**src/fdnr_pkg.sv**
```systemverilog
package fdnr_pkg;

   localparam int ORDER     = 4;
   localparam int MAX_DELAY = 4096;
   localparam int NUM_TAPS  = 4;

   localparam int SAMPLE_W  = 24;
   localparam int GAIN_W    = 16;
   localparam int TAP_W     = 13;
   localparam int CSR_IDX_W = 4;
   localparam int ADDR_W    = $clog2(MAX_DELAY);
   localparam int LINE_W    = (ORDER > 1) ? $clog2(ORDER) : 1;
   localparam int FB_W      = SAMPLE_W + LINE_W + 1;
   localparam int STORE_W   = ADDR_W + LINE_W;

   // register indexes
   localparam logic [CSR_IDX_W-1:0] REG_TAP_0   = 4'd0;
   localparam logic [CSR_IDX_W-1:0] REG_TAP_1   = 4'd1;
   localparam logic [CSR_IDX_W-1:0] REG_TAP_2   = 4'd2;
   localparam logic [CSR_IDX_W-1:0] REG_TAP_3   = 4'd3;
   localparam logic [CSR_IDX_W-1:0] REG_DRY_IN  = 4'd4;
   localparam logic [CSR_IDX_W-1:0] REG_WET_OUT = 4'd5;
   localparam logic [CSR_IDX_W-1:0] REG_DRY_MIX = 4'd6;
   localparam logic [CSR_IDX_W-1:0] REG_DECAY   = 4'd7;

   // 1/sqrt(order) in q1.16, for orders 1 to 4
   function automatic int hscale_of(input int ord);
      case ((ord - 1) & 3)
         0:       return 65536;
         1:       return 46341;
         2:       return 37837;
         default: return 32768;
      endcase
   endfunction

   localparam int HSCALE = hscale_of(ORDER);

   // largest power of two not above the order
   function automatic int pow2_floor(input int ord);
      int p;
      p = 1;
      while (p * 2 <= ord) p = p * 2;
      return p;
   endfunction

   localparam int HAD_P = pow2_floor(ORDER);

   // hadamard entry: zero outside the power-of-two corner
   function automatic logic had_zero(input logic [LINE_W-1:0] r, input logic [LINE_W-1:0] c);
      return (int'(r) >= HAD_P) || (int'(c) >= HAD_P);
   endfunction

   // hadamard entry sign: negative on odd parity of the bitwise and of r and c
   function automatic logic had_neg(input logic [LINE_W-1:0] r, input logic [LINE_W-1:0] c);
      return ^(r & c);
   endfunction

   function automatic logic signed [SAMPLE_W-1:0] sat24(input logic signed [63:0] v);
      if (v > 64'sd8388607) return 24'sh7fffff;
      if (v < -64'sd8388608) return 24'sh800000;
      return v[SAMPLE_W-1:0];
   endfunction

   typedef enum logic [2:0] {
      ST_IDLE,
      ST_READ,
      ST_DRAIN,
      ST_WRITE,
      ST_MUL,
      ST_OUT
   } seq_state_type;

   typedef struct packed {
      logic                       valid;
      logic [LINE_W-1:0]          line;
      logic signed [SAMPLE_W-1:0] hist;
      logic signed [FB_W-1:0]     fb;
   } line_req_type;

   typedef struct packed {
      logic                       valid;
      logic [LINE_W-1:0]          line;
      logic signed [SAMPLE_W-1:0] y;
   } line_res_type;

endpackage

```
**src/fdnr_line_mix.sv**
```systemverilog
module fdnr_line_mix import fdnr_pkg::*; (
   input  logic                clock,
   input  logic                reset,
   input  line_req_type        req,
   input  logic [GAIN_W-1:0]   dry_in_gain,
   input  logic [GAIN_W-1:0]   decay_gain,
   output line_res_type        res
);

   localparam logic signed [17:0] HS_S = 18'(HSCALE);

   logic                            m_v_ff;
   logic [LINE_W-1:0]               m_n_ff;
   logic signed [SAMPLE_W+GAIN_W:0] m1_ff, m1_in;
   logic signed [FB_W+GAIN_W:0]     m2_ff, m2_in;
   logic signed [63:0]              v;
   line_res_type                    res_ff, res_in;

   // first stage: dry and feedback products
   assign m1_in = req.hist * $signed({1'b0, dry_in_gain});
   assign m2_in = req.fb * $signed({1'b0, decay_gain});

   always_ff @(posedge clock) begin
      if (reset) begin
         m_v_ff <= 1'b0;
      end else begin
         m_v_ff <= req.valid;
      end
      m_n_ff <= req.line;
      m1_ff  <= m1_in;
      m2_ff  <= m2_in;
   end

   // second stage: scale, round and saturate
   always_comb begin
      v = (64'(m1_ff) <<< 18) + 64'(m2_ff) * 64'(HS_S) + (64'sd1 <<< 31);
      res_in.valid = m_v_ff;
      res_in.line  = m_n_ff;
      res_in.y     = sat24(v >>> 32);
   end

   always_ff @(posedge clock) begin
      if (reset) begin
         res_ff.valid <= 1'b0;
      end else begin
         res_ff.valid <= res_in.valid;
      end
      res_ff.line <= res_in.line;
      res_ff.y    <= res_in.y;
   end

   assign res = res_ff;

endmodule

```
**config.mk**
```make
export PLATFORM = sky130hd
export DESIGN_NAME = fdnr_line_mix
export DESIGN_NICKNAME = d
export VERILOG_FILES = /design/src/fdnr_pkg.sv /design/src/fdnr_line_mix.sv
export SDC_FILE = /design/constraint.sdc
export NUM_CORES = 2
export LEC_CHECK = 0
export ABC_AREA = 1
export ABC_CLOCK_PERIOD_IN_PS = 20200
export BUFFER_PORTS_ARGS = -buffer_cell sky130_fd_sc_hd__buf_4
export CAP_MARGIN = 20
export CORE_ASPECT_RATIO = 1.2
export CORE_UTILIZATION = 45
export CTS_BUF_LIST = sky130_fd_sc_hd__clkbuf_16
export DETAILED_ROUTE_END_ITERATION = 16
export PLACE_DENSITY = 0.58
export SLEW_MARGIN = 20
export SYNTH_ARGS = -nofsm -noshare
export SYNTH_HDL_FRONTEND = slang
export SYNTH_SLANG_ARGS = --single-unit
```
**constraint.sdc**
```tcl
create_clock -name clock -period 20.2 [get_ports clock]
set_clock_uncertainty 0.05 [all_clocks]
set_input_delay 3.03 -clock clock [delete_from_list [all_inputs] [get_ports clock]]
set_output_delay 3.03 -clock clock [all_outputs]
set_load 0.03 [all_outputs]
```
==> reports/metrics.yaml <==
outcome:
  status: "completed"
synth:
  synth-edff-count: 0
  synthTopCellsByArea: "fa_1 (43%), inv_1 (16%), nand2_1 (13%)"
  synth_top_cell_by_area: "fa_1"
  synthCells: 4808
  synth_nets: 5978
  ys_seq_area_frac: 0.06118
  yosysUniqueCellTypes: 37
  synth_warnings: 0
  yosys-top-cells-count: "inv_1 (1515), nand2_1 (1272), fa_1 (796), ha_1 (286), clkbuf_1 (180)"
  ys_seq_elements: 112
  synth_top_area_share: 0.4348
  synthMostInstantiatedCell: "inv_1"
  avgSynthCellArea_um2: 7.622
  async_reset_ff_frac: 0
  synthesis.area_um2: 36650
  synthFlopType: "dfxtp_1"
clock_tree:
  path_clk_slew_ps: 80
  cts_sinks: 112
  cts_resized: 0
  cts_buffers: 9
  cts_buffer_depth: 2
  cts_tree: "yes"
  clk_latency_ps: 360
  cts_setup_buffers: 0
  cts_max_level: 3
  root_buffer: "clkbuf_16"
  cts_hold_buf: 0
floorplanning:
  fp.coreArea_um2: 80590
  start_util: 0.4547
  die_h_um: 314.6
  rows: 114
  dieArea_um2: 82590
  ios: 115
  die_w_um: 262.5
finish:
  area.sequential_um2: 2242
  multi_input_comb_area_um2: 27970
  drive_above_1_share: 0.03387
  antenna_cells: 0
  syn_to_final_growth_pct: 4.708
  nNetsFinal: 5919
  final_area_um2: 38370
  fill_cells: 8166
setup_path:
  worstPathArrival_ps: 8970
  startpoint_type: "primary input"
  cp_num_buf_inv: 5
  cpPeakStageDelay_ps: 900
  cp_cell_sequence: "buf_4, nand2_1, fa_1, inv_1, fa_1, fa_1, fa_1, fa_1, inv_1, fa_1, inv_1, ha_1, nand2_1, nor2_1, inv_1, nor4_1, nand3_1, nand3_1, nand2_1, nand2_1, xor2_1"
  cp_slowest_cell: "fa_1"
  crit_required_ps: 20450
  cp-end-kind: "flip-flop"
  path_delay_family: "adder cells"
  critical-path-top-cell-by-count: "fa_1"
  critPathKind: "in2reg"
  path_max_fanout: 24
detailed_routing:
  drc: 0
  dr.first_iter.drc_count: 1582
  wl_per_cell_um: 16.77
  wirelength_mm: 97.22
  postRouteAntennaNets: 0
  route.vias.total: 28020
  viasPerCell: 4.833
  drt_pass1_iterations: 5
placed_design:
  portBuffers: 114
  dp_hpwl_mm: 82.47
  dpl-instance-area_um2: 38070
  place_congestion: 0.9651
  dpl_worst_slack_ps: 11120
global_routing:
  grtUsageTotal: 0.2463
  first_global_vias: 30590
  grt_max_degree: 28
  antenna_found_initial: 0
  grt_overflow: 0
  grt_pass1_wl_mm: 160.9
timing:
  hold_viol: 0
  setup_tns_ps: 0
  grt_setup_unrepaired: "no"
  slew_violations: 0
  max_freq_mhz: 114.6
  finalSetupViolations: 0
  tightest_slew_ps: 775.0
  fin_crit_sh: 0.4319
  post-route-min-period_ps: 8724
  slew_headroom: 0.4779
  setup_slack_ps: 11480
min_path:
  holdCritPathClass: "reg2reg"
run:
  drv_cap: 0
[stage by stage]
stage          hold WS, ps  instances  utilization
5_1_grt              294.0       5798       0.4761
4_1_cts              282.2       5798       0.4761
3_5_place_dp         263.2       5782       0.4724
3_3_place_gp         265.5       5782       0.4724
2_1_floorplan        259.6       4808            -
6_report             279.2       5798       0.4761
[final timing paths]
kind                     start            endpoint  slack [ps]  cells past startpoint
max             dry_in_gain[2]   m1_ff[39]$_DFF_P_       11480                     21
min reg2reg  m_n_ff[0]$_DFF_P_     res[24]$_DFF_P_         280                      0
max reg2reg  m2_ff[21]$_DFF_P_  res[21]$_SDFF_PN1_       17020                     13
min          m_n_ff[0]$_DFF_P_     res[24]$_DFF_P_         280                      0
[per-layer routing]
layer  track usage  vias up  share of wire
li1              -    13360              -
met1        0.3030    13960           0.42
met2        0.4714      589           0.53
met3       0.01416      113          0.031
met4       0.05201        0          0.021
met5             0        -              0
[layout make-up]
type                    count  area share
multi-input cells        2993      0.7288
inverters                1519      0.1486
flip-flops and latches    112     0.05843
well taps                1044     0.03404
repair buffers            114     0.02230
clock buffers               9    0.005869
clock inverters             7    0.001924
[cell usage in the layout (no fill, tap or decap), drive strengths merged, types with 21 or more instances in the layout]
cell type and instances:
fa 796, a31oi 37, nand2 1284, a21oi 120, xor2 70, xnor2 43, nand3 50, o21ai 58
buf 114, dfxtp 112, ha 286, nor3 21, nor2 158, inv 1521
[worst reg2reg max path: stages (launching register included)]
cell and delay [ps]:
dfxtp_1 410, ha_1 270, ha_1 410, nand2_1 140, nor2_1 170, inv_1 80
nor3_1 110, o21ai_0 100, o21ai_0 580, nand3_1 120, o21ai_0 220, xor2_1 290
nand2_1 90, nand2_1 70
[state kept, by name, indices dropped and copies added, names as in the netlist]
register and flops:
m1_ff 41, m2_ff 41, m_n_ff 2, m_v_ff 1, res 27
[cell families (layout without fill, tap and decap cells)]
kind of cell / Yosys count / in the layout / share of synthesized area
AO/OA/AOI/OAI: 250 / 250 / 0.03793
buffers and inverters: 1703 / 1649 / 0.1757
XOR/XNOR: 113 / 113 / 0.02701
adder cells (fa/ha/maj): 1082 / 1082 / 0.5325
flip-flops: 112 / 112 / 0.06118
AND/OR/NAND/NOR: 1548 / 1548 / 0.1657
Power is left out: the tool's default activity adds up to more than one toggle a clock period on the data nets, which glitch-free logic cannot reach.
